**src/rtl/core/wsd_pkg.sv**
```systemverilog
// ----------------------------------------------------------------------------
// wsd_pkg
// Shared types and constants of the WebSocket frame deframer.
// ----------------------------------------------------------------------------
package wsd_pkg;

    localparam int unsigned BYTE_W  = 8;
    localparam int unsigned LEN_W   = 64;
    localparam int unsigned MAX_W   = 32;
    localparam int unsigned EXT_W   = 4;

    localparam logic [MAX_W-1:0] MAX_PAYLOAD_RESET = 32'd1048576;

    localparam logic [3:0] OP_CLOSE  = 4'h8;
    localparam logic [3:0] OP_PING   = 4'h9;
    localparam logic [3:0] OP_BINARY = 4'h2;

    localparam logic [6:0] LEN7_EXT16 = 7'd126;
    localparam logic [6:0] LEN7_EXT64 = 7'd127;

    localparam logic [EXT_W-1:0] EXT16_BYTES = 4'd2;
    localparam logic [EXT_W-1:0] EXT64_BYTES = 4'd8;

    typedef enum logic [1:0] {
        KIND_CLOSE = 2'd0,
        KIND_PING  = 2'd1,
        KIND_BIN   = 2'd2,
        KIND_OTHER = 2'd3
    } t_kind;

    typedef enum logic [1:0] {
        EV_NONE     = 2'd0,
        EV_CLOSE    = 2'd1,
        EV_OVERSIZE = 2'd2
    } t_event;

    typedef struct packed {
        logic [BYTE_W-1:0] payload_byte;
        logic              payload_valid;
        logic [1:0]        frame_class;
        logic              frame_end;
        logic [1:0]        event_res;
        logic              halted;
    } t_result;

endpackage

```
**src/rtl/core/wsd_if.sv**
```systemverilog
// ----------------------------------------------------------------------------
// wsd_if
// Valid/ready channels of the deframer: received bytes in, results out.
// ----------------------------------------------------------------------------
interface wsd_byte_if;
    logic       valid;
    logic       ready;
    logic [7:0] rx_byte;

    modport source (output valid, output rx_byte, input ready);
    modport sink   (input valid, input rx_byte, output ready);
endinterface

interface wsd_res_if;
    logic       valid;
    logic       ready;
    logic [7:0] payload_byte;
    logic       payload_valid;
    logic [1:0] frame_class;
    logic       frame_end;
    logic [1:0] event_res;
    logic       halted;

    modport source (output valid, output payload_byte, output payload_valid,
                    output frame_class, output frame_end, output event_res,
                    output halted, input ready);
    modport sink   (input valid, input payload_byte, input payload_valid,
                    input frame_class, input frame_end, input event_res,
                    input halted, output ready);
endinterface

```
**src/rtl/core/websocket_frame_deframer_top.sv**
```systemverilog
// ----------------------------------------------------------------------------
// websocket_frame_deframer_top
// Deframer for unmasked WebSocket server frames, one byte per transfer.
// ----------------------------------------------------------------------------
// Usage:
//   i_rx carries the received byte stream, one byte per transfer. For each
//   byte one result leaves on o_res: the payload byte with its valid flag,
//   the frame class, the end-of-frame mark, the halt event and the sticky
//   halted flag.
//   i_cfg_we / i_cfg_wdata write max_payload_bytes; write it only while no
//   byte is in flight.
//   Latency: a result is visible on o_res the cycle after its byte transfer.
//   Throughput: one byte per cycle unless o_res stalls; the frame state
//   machine updates in the cycle it takes a byte, so one may follow each cycle.
//   Stall: while o_res waits, the next byte is still taken if the result
//   leaves in the same cycle; otherwise i_rx.ready drops and the held
//   result stays unchanged.
//   Reset: i_rst_n (synchronous, active low) returns the parser to the
//   first header byte, clears the halt and empties the result register;
//   i_rx.ready stays low while reset is held; max_payload_bytes returns
//   to 1 MiB.
//   A close frame or an oversize length halts parsing until reset; after
//   that every byte yields a result with only halted set.
// ----------------------------------------------------------------------------
module websocket_frame_deframer_top (
    input  logic        i_clk,
    input  logic        i_rst_n,
    wsd_byte_if.sink    i_rx,
    wsd_res_if.source   o_res,
    input  logic        i_cfg_we,
    input  logic [31:0] i_cfg_wdata
);
    import wsd_pkg::*;

    logic [MAX_W-1:0] r_max_payload;
    logic             space;
    logic             fire;
    logic             res_valid;
    t_result          step_res;
    t_result          held_res;

    // configuration register
    always_ff @(posedge i_clk) begin
        if (!i_rst_n) begin
            r_max_payload <= MAX_PAYLOAD_RESET;
        end else if (i_cfg_we) begin
            r_max_payload <= i_cfg_wdata;
        end
    end

    // take a byte whenever the result register has room and reset is released
    assign i_rx.ready = space && i_rst_n;
    assign fire       = i_rx.valid && space && i_rst_n;

    wsd_parser u_parser (
        .i_clk         (i_clk),
        .i_rst_n       (i_rst_n),
        .i_fire        (fire),
        .i_byte        (i_rx.rx_byte),
        .i_max_payload (r_max_payload),
        .o_res         (step_res)
    );

    wsd_out_stage u_out (
        .i_clk   (i_clk),
        .i_rst_n (i_rst_n),
        .i_load  (fire),
        .i_res   (step_res),
        .i_ready (o_res.ready),
        .o_space (space),
        .o_valid (res_valid),
        .o_res   (held_res)
    );

    // drive the result channel from the held result
    assign o_res.valid         = res_valid;
    assign o_res.payload_byte  = held_res.payload_byte;
    assign o_res.payload_valid = held_res.payload_valid;
    assign o_res.frame_class   = held_res.frame_class;
    assign o_res.frame_end     = held_res.frame_end;
    assign o_res.event_res     = held_res.event_res;
    assign o_res.halted        = held_res.halted;

endmodule

```
**src/rtl/core/wsd_parser.sv**
```systemverilog
// ----------------------------------------------------------------------------
// wsd_parser
// Frame state machine: decodes headers and lengths, tracks payload bytes.
// ----------------------------------------------------------------------------
module wsd_parser (
    input  logic                      i_clk,
    input  logic                      i_rst_n,
    input  logic                      i_fire,
    input  logic [7:0]                i_byte,
    input  logic [31:0]               i_max_payload,
    output wsd_pkg::t_result          o_res
);
    import wsd_pkg::*;

    typedef enum logic [2:0] {
        PH_HDR0 = 3'd0,
        PH_HDR1 = 3'd1,
        PH_EXT  = 3'd2,
        PH_PAY  = 3'd3,
        PH_HALT = 3'd4
    } t_phase;

    t_phase            r_phase, n_phase;
    t_kind             r_kind, n_kind;
    logic [EXT_W-1:0]  r_ext, n_ext;
    logic [LEN_W-1:0]  r_rem, n_rem;

    logic              len_done;
    logic [LEN_W-1:0]  len_val;
    logic [3:0]        opcode;
    logic [6:0]        len7;
    t_result           res;

    assign opcode = i_byte[3:0];
    assign len7   = i_byte[6:0];

    always_comb begin
        n_phase  = r_phase;
        n_kind   = r_kind;
        n_ext    = r_ext;
        n_rem    = r_rem;
        len_done = 1'b0;
        len_val  = r_rem;
        res      = '0;

        unique case (r_phase)
            PH_HDR0: begin
                priority if (opcode == OP_CLOSE) n_kind = KIND_CLOSE;
                else if (opcode == OP_PING)      n_kind = KIND_PING;
                else if (opcode == OP_BINARY)    n_kind = KIND_BIN;
                else                             n_kind = KIND_OTHER;
                res.frame_class = n_kind;
                n_phase         = PH_HDR1;
            end
            PH_HDR1: begin
                res.frame_class = r_kind;
                n_rem           = '0;
                priority if (len7 == LEN7_EXT16) begin
                    n_ext   = EXT16_BYTES;
                    n_phase = PH_EXT;
                end else if (len7 == LEN7_EXT64) begin
                    n_ext   = EXT64_BYTES;
                    n_phase = PH_EXT;
                end else begin
                    len_val  = {{(LEN_W-7){1'b0}}, len7};
                    n_rem    = len_val;
                    len_done = 1'b1;
                end
            end
            PH_EXT: begin
                // shift in the next big-endian length byte
                res.frame_class = r_kind;
                len_val         = {r_rem[LEN_W-BYTE_W-1:0], i_byte};
                n_rem           = len_val;
                n_ext           = r_ext - 4'd1;
                len_done        = (r_ext == 4'd1);
            end
            PH_PAY: begin
                res.payload_byte  = i_byte;
                res.payload_valid = 1'b1;
                res.frame_class   = r_kind;
                n_rem             = r_rem - 64'd1;
                if (r_rem == 64'd1) begin
                    res.frame_end = 1'b1;
                    n_phase       = PH_HDR0;
                end
            end
            PH_HALT: begin
                res.halted = 1'b1;
            end
            default: begin
                res.halted = 1'b1;
                n_phase    = PH_HALT;
            end
        endcase

        if (len_done) begin
            priority if (r_kind == KIND_CLOSE) begin
                n_phase         = PH_HALT;
                res.event_res   = EV_CLOSE;
                res.halted      = 1'b1;
                res.frame_class = KIND_CLOSE;
            end else if (len_val > {{(LEN_W-MAX_W){1'b0}}, i_max_payload}) begin
                n_phase       = PH_HALT;
                res.event_res = EV_OVERSIZE;
                res.halted    = 1'b1;
            end else if (len_val == '0) begin
                res.frame_end = 1'b1;
                n_phase       = PH_HDR0;
            end else begin
                n_phase = PH_PAY;
            end
        end
    end

    assign o_res = res;

    always_ff @(posedge i_clk) begin
        if (!i_rst_n) begin
            r_phase <= PH_HDR0;
            r_kind  <= KIND_CLOSE;
            r_ext   <= '0;
            r_rem   <= '0;
        end else if (i_fire) begin
            r_phase <= n_phase;
            r_kind  <= n_kind;
            r_ext   <= n_ext;
            r_rem   <= n_rem;
        end
    end

    a_halt_sticky: assert property (@(posedge i_clk) disable iff (!i_rst_n)
        r_phase == PH_HALT |=> r_phase == PH_HALT)
        else $error("halt state was left without reset");

    a_pay_nonzero: assert property (@(posedge i_clk) disable iff (!i_rst_n)
        r_phase == PH_PAY |-> r_rem != '0)
        else $error("payload phase with zero remaining length");

    a_ext_count: assert property (@(posedge i_clk) disable iff (!i_rst_n)
        r_phase == PH_EXT |-> (r_ext != '0 && r_ext <= EXT64_BYTES))
        else $error("extended length counter out of range");

endmodule

```
**src/rtl/core/wsd_out_stage.sv**
```systemverilog
// ----------------------------------------------------------------------------
// wsd_out_stage
// Result register: holds one result until the receiver takes it.
// ----------------------------------------------------------------------------
module wsd_out_stage (
    input  logic             i_clk,
    input  logic             i_rst_n,
    input  logic             i_load,
    input  wsd_pkg::t_result i_res,
    input  logic             i_ready,
    output logic             o_space,
    output logic             o_valid,
    output wsd_pkg::t_result o_res
);
    import wsd_pkg::*;

    logic    r_valid;
    t_result r_res;

    // room for a new result when empty or when the held one leaves now
    assign o_space = !r_valid || i_ready;

    always_ff @(posedge i_clk) begin
        if (!i_rst_n) begin
            r_valid <= 1'b0;
        end else if (i_load) begin
            r_valid <= 1'b1;
        end else if (i_ready) begin
            r_valid <= 1'b0;
        end
    end

    always_ff @(posedge i_clk) begin
        if (i_load) begin
            r_res <= i_res;
        end
    end

    assign o_valid = r_valid;
    assign o_res   = r_res;

endmodule

```
**src/flat_wrapper.sv**
```systemverilog
// flat-port wrapper written by rule: the top's interface ports become plain ports
module websocket_frame_deframer_top_flat import wsd_pkg::*;
  (i_clk, i_rst_n, i_cfg_we, i_cfg_wdata, i_rx_valid, i_rx_rx_byte, i_rx_ready, o_res_valid, o_res_payload_byte, o_res_payload_valid, o_res_frame_class, o_res_frame_end, o_res_event_res, o_res_halted, o_res_ready);
  wsd_byte_if i_rx_i ();
  wsd_res_if o_res_i ();
  input  logic i_clk;
  input  logic i_rst_n;
  input  logic i_cfg_we;
  input  logic [31:0] i_cfg_wdata;
  input wire logic [$bits(i_rx_i.valid)-1:0] i_rx_valid;
  input wire logic [$bits(i_rx_i.rx_byte)-1:0] i_rx_rx_byte;
  output wire logic [$bits(i_rx_i.ready)-1:0] i_rx_ready;
  output wire logic [$bits(o_res_i.valid)-1:0] o_res_valid;
  output wire logic [$bits(o_res_i.payload_byte)-1:0] o_res_payload_byte;
  output wire logic [$bits(o_res_i.payload_valid)-1:0] o_res_payload_valid;
  output wire logic [$bits(o_res_i.frame_class)-1:0] o_res_frame_class;
  output wire logic [$bits(o_res_i.frame_end)-1:0] o_res_frame_end;
  output wire logic [$bits(o_res_i.event_res)-1:0] o_res_event_res;
  output wire logic [$bits(o_res_i.halted)-1:0] o_res_halted;
  input wire logic [$bits(o_res_i.ready)-1:0] o_res_ready;
  assign i_rx_i.valid = i_rx_valid;
  assign i_rx_i.rx_byte = i_rx_rx_byte;
  assign i_rx_ready = i_rx_i.ready;
  assign o_res_valid = o_res_i.valid;
  assign o_res_payload_byte = o_res_i.payload_byte;
  assign o_res_payload_valid = o_res_i.payload_valid;
  assign o_res_frame_class = o_res_i.frame_class;
  assign o_res_frame_end = o_res_i.frame_end;
  assign o_res_event_res = o_res_i.event_res;
  assign o_res_halted = o_res_i.halted;
  assign o_res_i.ready = o_res_ready;
  websocket_frame_deframer_top u_core (.i_clk(i_clk), .i_rst_n(i_rst_n), .i_rx(i_rx_i), .o_res(o_res_i), .i_cfg_we(i_cfg_we), .i_cfg_wdata(i_cfg_wdata));
endmodule
```
**config.mk**
```make
export PLATFORM = sky130hd
export DESIGN_NAME = websocket_frame_deframer_top_flat
export DESIGN_NICKNAME = d
export VERILOG_FILES = /design/src/rtl/core/wsd_pkg.sv /design/src/rtl/core/wsd_if.sv /design/src/rtl/core/websocket_frame_deframer_top.sv /design/src/rtl/core/wsd_parser.sv /design/src/rtl/core/wsd_out_stage.sv /design/src/flat_wrapper.sv
export SDC_FILE = /design/constraint.sdc
export NUM_CORES = 1
export LEC_CHECK = 0
export BUFFER_PORTS_ARGS = -buffer_cell sky130_fd_sc_hd__buf_4
export CORE_MARGIN = 3
export CORE_UTILIZATION = 52
export CTS_CLUSTER_SIZE = 14
export DETAILED_ROUTE_END_ITERATION = 8
export GPL_ROUTABILITY_DRIVEN = 0
export PLACE_DENSITY_LB_ADDON = 0.3
export SLEW_MARGIN = 20
export SYNTH_ARGS = -nofsm -noshare
export SYNTH_HDL_FRONTEND = slang
export SYNTH_SLANG_ARGS = --single-unit
```
**constraint.sdc**
```tcl
create_clock -name i_clk -period 3.45 [get_ports i_clk]
set_input_delay 0.69 -clock i_clk [delete_from_list [all_inputs] [get_ports i_clk]]
set_output_delay 0.69 -clock i_clk [all_outputs]
set_load 0.05 [all_outputs]
```
== Word-level counts from Yosys, hierarchy flattened ==
Index checks and enable logic that the tools add are counted.
Word-level totals
  bits in registers: 121
  logic and storage cells: 88
Operators by class
  $add $sub $neg: 2
  $lt $le $gt $ge: 1
  equality and inequality tests: 15
  muxes and demuxes: 37
  bitwise gates (word level): 1
  reductions and logical operators: 19
Operator list (number)
  64-bit one-hot mux with 3 select lines: 1
  64-bit two-way mux: 2
  64-bit one-hot mux with 2 select lines: 1
  64-bit by 1-bit == test with 1-bit output (second input constant): 1
  64-bit by 32-bit greater-than comparator with 1-bit output: 1
  64-bit zero test: 1
  64-bit by 1-bit subtractor with 64-bit output (second input constant): 1
  3-bit two-way mux: 8
  7-bit == test (second input constant): 2
  7-bit two-way mux: 2
  1-bit two-way mux: 12
  3-bit one-hot mux with 4 select lines: 1
  4-bit == test (second input constant): 2
  2-bit two-way mux: 4
  4-bit two-way mux: 2
  4-bit one-hot mux with 2 select lines: 1
  3-bit by 2-bit == test with 1-bit output (second input constant): 2
  6-bit two-way mux: 1
  3-bit inequality test (second input constant): 2
  4-bit by 1-bit == test with 1-bit output (second input constant): 1
  4-bit by 2-bit == test with 1-bit output (second input constant): 1
  4-bit inequality test (second input constant): 1
  2-bit one-hot mux with 2 select lines: 1
  2-bit AND reduction: 2
  other kinds (18): 22

== Depth between registers and ports, before layout ==
Gate-level depths: netlist (run 1).
  word-level depth: 9
  mapped depth: 14
  gate-level depth less buffers: 13

== Hierarchy ==
From an unflattened synthesis (run 1), not the netlist that was laid out.
Unflattened totals
  cells, all modules: 953
  area total of the unflattened synthesis: 7696.1 sq um
By module, submodules not included
  wsd_parser: times used 1, cells an instance 829, area each 5943.2 sq um
  websocket_frame_deframer_top: times used 1, cells an instance 105, area each 1253.7 sq um
  wsd_out_stage: times used 1, cells an instance 19, area each 499.2 sq um

== Least setup slack after synthesis (run 1) ==
OpenSTA, ideal clock, no wires.
  kind: input -> register
  start point: input port i_rx_rx_byte[3]
  end point: register u_core.u_out.r_res (netlist bit u_core.u_out.o_res[3]) (data pin)
  setup time: 0.260 ns
  arrival time: 3.215 ns
  data required time: 3.190 ns
  setup slack: -0.025 ns
  stages on the path: 13
  cell sequence: nand4_1 o211ai_1 a21o_1 clkbuf_1 a22o_1 ha_1 nand4_1 nor4_1 o21ai_0 a31oi_1 o22ai_1 nor2b_1 a2bb2o_1
RTL lines
  start, declared: RTL line flat_wrapper.sv:11  | input wire logic [$bits(i_rx_i.rx_byte)-1:0] i_rx_rx_byte;
  end signal, assigned: RTL line wsd_out_stage.sv:35  | r_res <= i_res;
  end, declared: RTL line wsd_out_stage.sv:18  | t_result r_res;

==> flow_summary.toml, run 1 <==
[power]
p_int_mw = 3.08
p_clk_share_pct = 46.0
ir_drop_mv = 0.351
p_per_area_nw_per_um2 = 464
p_comb_share_pct = 18.8
p_leak_nw = 3.96
p_seq_share_pct = 35.2
switching_power_mw = 1.17
swShare_pct = 27.6

[timing]
fin_setup_tns_ps = 0
fin_worst_skew_ps = 8.39
clock.fmax_mhz = 302
fin_crit_ps = 3310
hold_viol = 0
worstMarginPinSlew_ps = 753
slew_headroom_pct = 49.3
period_share_pct = 95.8
setup_viol = 0
final_max_slew_viol_count = 0

[synth]
seq_area_frac_synth_pct = 34.1
synth_area_leaders = "dfxtp_1, nor2_1, edfxtp_1"
synth_edf_count = 15
synthFlopType = "dfxtp_1"
synth-seq-cells = 121
synth_top_area_cell = "dfxtp_1"
ys_async_sr_fraction_pct = 0
netlist_instances = 947
synth_xor_area_share_pct = 3.83
synth_compound_gate_area_share_pct = 21.9
syn-num-nets = 1028
synth_area_um2 = 7540
synth_mux_area_share_pct = 4.83
ys_types = 64
yosys.area_share.adder_pct = 5.97
synth_top_area_share_pct = 28.1
synth_top_family_by_area = "simple AND/OR/NAND/NOR gates"
postSynthAreaPerCell_um2 = 7.97
synth_simple_gate_area_share_pct = 23.1
yosys_warnings = 0
ys_top_cells_by_count = "nor2_1, dfxtp_1, nand2_1"
synth.most_common_cell = "nor2_1"

[floorplan]
die_w_um = 126
core.rowCount = 43
core-area_um2 = 14000
start_util_pct = 53.7
die_h_um = 126
ios = 62
dieArea_um2 = 16000

[routing]
num_vias = 7554
wl_per_cell_um = 18.2
vias_per_cell = 6.24
wl_mm = 22.0
ant_nets = 0
firstDrtPassIters = 8
dr.first_iter.drc_count = 993
drc = 0

[clock_network]
cts_max_level = 4
root_buffer = "clkbuf_16"
tritoncts = "built"
cts.sinks = 121
numCtsBuffers = 17
cts_max_path_buffers = 2
clk_latency_ps = 430
clkTransAtPathRegs_ps = 50

[place]
io_buffers = 61
dpl_cell_area_um2 = 8450
dpl.hpwl_mm = 15.0

[critical_path]
slowest_stage = "nor4_4"
path_common_cell = "nand4_1"
cp_data_required_time_ps = 3630
critPathKind = "input port to flop"
crit_chain = "buf_4 -> nand4_1 -> o211ai_1 -> a21o_1 -> buf_12 -> a22o_1 -> ha_1 -> nand4_1 -> nor4_4 -> a22oi_1 -> nand3_1 -> o22ai_2 -> nor2b_1 -> a2bb2o_1"
start_kind = "input port"
crit_path_end_kind = "flop"
cp_slowest_stage_delay_ps = 380
crit_fanout = 18
cp.arrival_ps = 3490

[global_routing]
grt_max_degree = 73
grt_pass1_wl_mm = 34.9
grtUsageTotal_pct = 26.8
grt_antenna_before_repair = 0
grtUsageMet1_pct = 35.5
grt_overflow = 0
grt_use_met2_pct = 43.3
met3_usage_pct = 5.47
grt_pass1_vias = 6893
top_usage_layer = "met2"

[cells_and_area]
drive_above_1_share_pct = 18.0
fillCellCount = 1181
utilization_pct = 65.1
finalInstanceArea_um2 = 9150
nNetsFinal = 1098
num_antenna_cells = 0
synthToLayoutAreaGrowth_pct = 21.2

[outcome]
status = "finished, final reports clean"

[job]
maxCapViolations = 0

[hold_path]
hold_class = "flop to flop"
## cells by family after synthesis
logic type | count (synthesis)
AO/OA/AOI/OAI | 245
XOR/XNOR | 33
adder cells (fa/ha/maj) | 36
buffers and inverters | 121
flip-flops | 121
multiplexers | 36
AND/OR/NAND/NOR | 355
## placed cells by master, fill, tap and decap left out, types with 17 or more instances in the layout
| master | instances |
|---|---|
| a21oi_1 | 60 |
| nor4_1 | 24 |
| a211oi_1 | 19 |
| a22oi_1 | 20 |
| ha_1 | 36 |
| a22o_1 | 22 |
| buf_4 | 122 |
| o21ai_0 | 49 |
| inv_1 | 44 |
| nor3_1 | 37 |
| dfxtp_1 | 105 |
| nor2_1 | 137 |
| mux2i_1 | 33 |
| xor2_1 | 18 |
| nand2_1 | 63 |
| clkbuf_16 | 17 |
| nand3_1 | 17 |
## critical path: cells and delay by family
family	cells	cell delay, ps
AND/OR/NAND/NOR	5	1030
buffers and inverters	2	270
AO/OA/AOI/OAI	6	1170
adder cells (fa/ha/maj)	1	320
## path summary, 6_finish.rpt
path,to,depth (start not counted),slack [ps],start
worst min register to register,u_core.r_max_payload[25]$_SDFFE_PN0P_,2,490,u_core.r_max_payload[25]$_SDFFE_PN0P_
worst max-delay path,u_core.u_out.o_res[3]$_DFFE_PP_,14,140,i_rx_rx_byte[2]
worst min-delay path,u_core.r_max_payload[25]$_SDFFE_PN0P_,2,490,u_core.r_max_payload[25]$_SDFFE_PN0P_
worst max register to register,u_core.u_out.o_res[0]$_DFFE_PP_,13,170,u_core.u_parser.r_phase[0]$_SDFFE_PN0P_
## layout make-up
cell class | count | area, um^2 | share of cell area (%)
clock buffer | 21 | 480 | 5.25
timing repair buffer | 126 | 987 | 10.8
multi-input combinational | 705 | 4540 | 49.7
clock inverter | 11 | 164 | 1.79
tap | 180 | 225 | 2.46
sequential | 121 | 2570 | 28.1
inverter | 46 | 173 | 1.89
## through the flow
stage          setup slack, ps  hold WS [ps]  std cells  power (mW)
2_1_floorplan             8.84           449        947        2.04
3_3_place_gp              -324           473       1177        2.28
3_5_place_dp              -382           482       1177        2.29
4_1_cts                   20.0           486       1209        4.24
5_1_grt                  -32.1           508       1210        4.40
6_report                   143           489       1210        4.25
## power groups by stage
| stage | Clock [mW] | Sequential [mW] | Combinational [mW] |
|---|---|---|---|
| floorplan | 0 | 1.54 | 0.498 |
| global placement | 0 | 1.52 | 0.752 |
| detailed placement | 0 | 1.52 | 0.765 |
| global route | 2.03 | 1.50 | 0.871 |
| CTS | 1.97 | 1.49 | 0.776 |
| finish | 1.95 | 1.50 | 0.799 |
## sequential cells by signal, summed over array words and instances (netlist names)
signal                   count
u_core.u_out.o_res          15
u_core.u_out.o_valid         1
u_core.u_parser.r_phase      3
u_core.u_parser.r_rem       64
u_core.r_max_payload        32
u_core.u_parser.r_kind       2
u_core.u_parser.r_ext        4
## metal layers
metal	wire length (um)	vias to the layer above
li1	-	3617
met1	9340	3524
met2	10400	365
met3	1820	48
met4	448	0
met5	0	-
## repair_timing
| action | CTS | global route |
|---|---|---|
| hold buffers | 0 | 0 |
| endpoints found under the setup margin | 3 | 5 |
| resized for setup | 2 | 8 |
| endpoints found under the hold margin | 0 | 0 |
| buffers inserted | 0 | 1 |
| cloned | 0 | 0 |
| pin swaps | 0 | 6 |
No activity file was read; power rests on OpenSTA's default activity.
==> run 2: changes to the inputs <==
==> constraint.sdc (replaced) <==
create_clock -name i_clk -period 3.45 [get_ports i_clk]
set_input_delay 0.5175 -clock i_clk [delete_from_list [all_inputs] [get_ports i_clk]]
set_output_delay 0.5175 -clock i_clk [all_outputs]
set_load 0.05 [all_outputs]
==> run 2 against run 1 <==
Net effect: critical path depth fell by 1; worst setup slack got worse by 3.8 ps; register-to-register slack got worse by 30 ps; utilization fell by 0.82 points; flip-flop and latch count did not move; sequential share of layout area rose by 0.36 points; highest routed layer unchanged.
==> flow_summary.toml, run 2 (same netlist as run 1, synthesis figures left out) <==
[cells_and_area]
final_cells = 1206
final_common_cell = "nor2_1"
drive_above_1_share_pct = 17.0
nNetsFinal = 1095
final_cell_mix = "nor2_1, buf_4, dfxtp_1"
largest_register_ffs = 64
fillCellCount = 1208
synthToLayoutAreaGrowth_pct = 19.7
top_register = "u_core.u_parser.r_rem"
utilization_pct = 64.3
num_antenna_cells = 0

[critical_path]
crit_path_end_kind = "flop"
start_kind = "flop"
critPathKind = "flop to flop"
crit_fanout = 18
cp.arrival_ps = 3470
cp_data_required_time_ps = 3610

[timing]
fin_worst_skew_ps = 6.99
clock.fmax_mhz = 302
final_max_slew_viol_count = 0
period_share_pct = 96.0
rsz0062_at_grt = "false"
slew_headroom_pct = 50.0
fin_hold_ws_ps = 317
hold_viol = 0
setup_viol = 0
fin_setup_tns_ps = 0
worstMarginPinSlew_ps = 744
fin_crit_ps = 3310

[job]
maxCapViolations = 0

[routing]
firstDrtPassIters = 6
wl_mm = 21.6
vias_per_cell = 6.32
drc = 0
dr.first_iter.drc_count = 1096
wl_per_cell_um = 17.9
num_vias = 7619
ant_nets = 0

[clock_network]
clkTransAtPathRegs_ps = 50
cts_max_level = 4
numCtsBuffers = 17
tritoncts = "built"
cts_max_path_buffers = 2
root_buffer = "clkbuf_16"
cts.sinks = 121
postCtsHoldBufs = 0
clk_latency_ps = 420

[global_routing]
grt_max_degree = 60
grt_pass1_wl_mm = 35.0
met3_usage_pct = 5.05
grtUsageMet1_pct = 37.0
grt_antenna_before_repair = 0
grtUsageTotal_pct = 26.6
grt_overflow = 0
grt_use_met2_pct = 41.9
grt_pass1_vias = 6843
top_usage_layer = "met2"

[power]
p_leak_nw = 3.90
p_per_area_nw_per_um2 = 443
ir_drop_mv = 0.376

[hold_path]
hold_class = "input port to flop"

[outcome]
status = "finished, final reports clean"

[floorplan]
core-area_um2 = 14000
die_w_um = 126
start_util_pct = 53.7
ios = 62
core.rowCount = 43
die_h_um = 126
dieArea_um2 = 16000

[place]
dpl.hpwl_mm = 14.9
io_buffers = 61
dpl.cell_count = 1175
-- run 2: what timing repair did --
action / 4_1_cts / 5_1_grt
endpoints found under the hold margin: 0 / 0
gates resized for setup: 1 / 4
endpoints found under the setup margin: 2 / 5
setup buffers: 0 / 0
-- run 2: final cells by class --
cell class / instances / area [um^2] / area share, %
multi-input combinational: 705 / 4510 / 50.0
clock inverter: 6 / 61.3 / 0.679
timing repair buffer: 123 / 968 / 10.7
tap: 180 / 225 / 2.49
clock buffer: 25 / 517 / 5.72
sequential: 121 / 2570 / 28.5
inverter: 46 / 173 / 1.91
-- run 2: routing by layer --
metal / routed length [um] / vias up / part of all wire (%)
li1: - / 3613 / -
met1: 9270 / 3590 / 43
met2: 10000 / 377 / 46
met3: 1860 / 39 / 8.6
met4: 432 / 0 / 2.0
met5: 0 / - / 0
-- run 2: final timing paths --
check        slack, ps                                     from                               endpoint  cells past startpoint
min reg2reg        490    u_core.u_parser.r_ext[3]$_SDFFE_PN0P_  u_core.u_parser.r_ext[3]$_SDFFE_PN0P_                      2
max                140  u_core.u_parser.r_phase[1]$_SDFFE_PN0P_        u_core.u_out.o_res[3]$_DFFE_PP_                     13
min                320                          i_cfg_wdata[20]  u_core.r_max_payload[20]$_SDFFE_PN1P_                      3
max reg2reg        140  u_core.u_parser.r_phase[1]$_SDFFE_PN0P_        u_core.u_out.o_res[3]$_DFFE_PP_                     13
-- run 2: critical path: stages, from the launching register on --
cell      delay [ps]
dfxtp_1          320
inv_1            110
o211ai_1         130
a21o_1           230
buf_12           150
a22o_1           230
ha_1             310
nand4_1          200
nor4_2           370
nand2_1          150
a31oi_1          210
o22ai_2          170
nor2b_1          170
a2bb2o_1         290
-- run 2: per-stage QoR --
step	power (mW)	setup WS (ps)	area, um^2
2_1_floorplan	2.04	27.1	7540
3_3_place_gp	2.27	-98.2	8430
3_5_place_dp	2.29	-165	8430
4_1_cts	4.01	43.5	9010
5_1_grt	4.17	52.5	9030
6_report	4.01	140	9030
-- run 2: power by group --
group	total (mW)	switching (mW)	internal, mW
Sequential	1.50	0.0296	1.47
Clock	1.73	0.624	1.10
Combinational	0.782	0.458	0.323
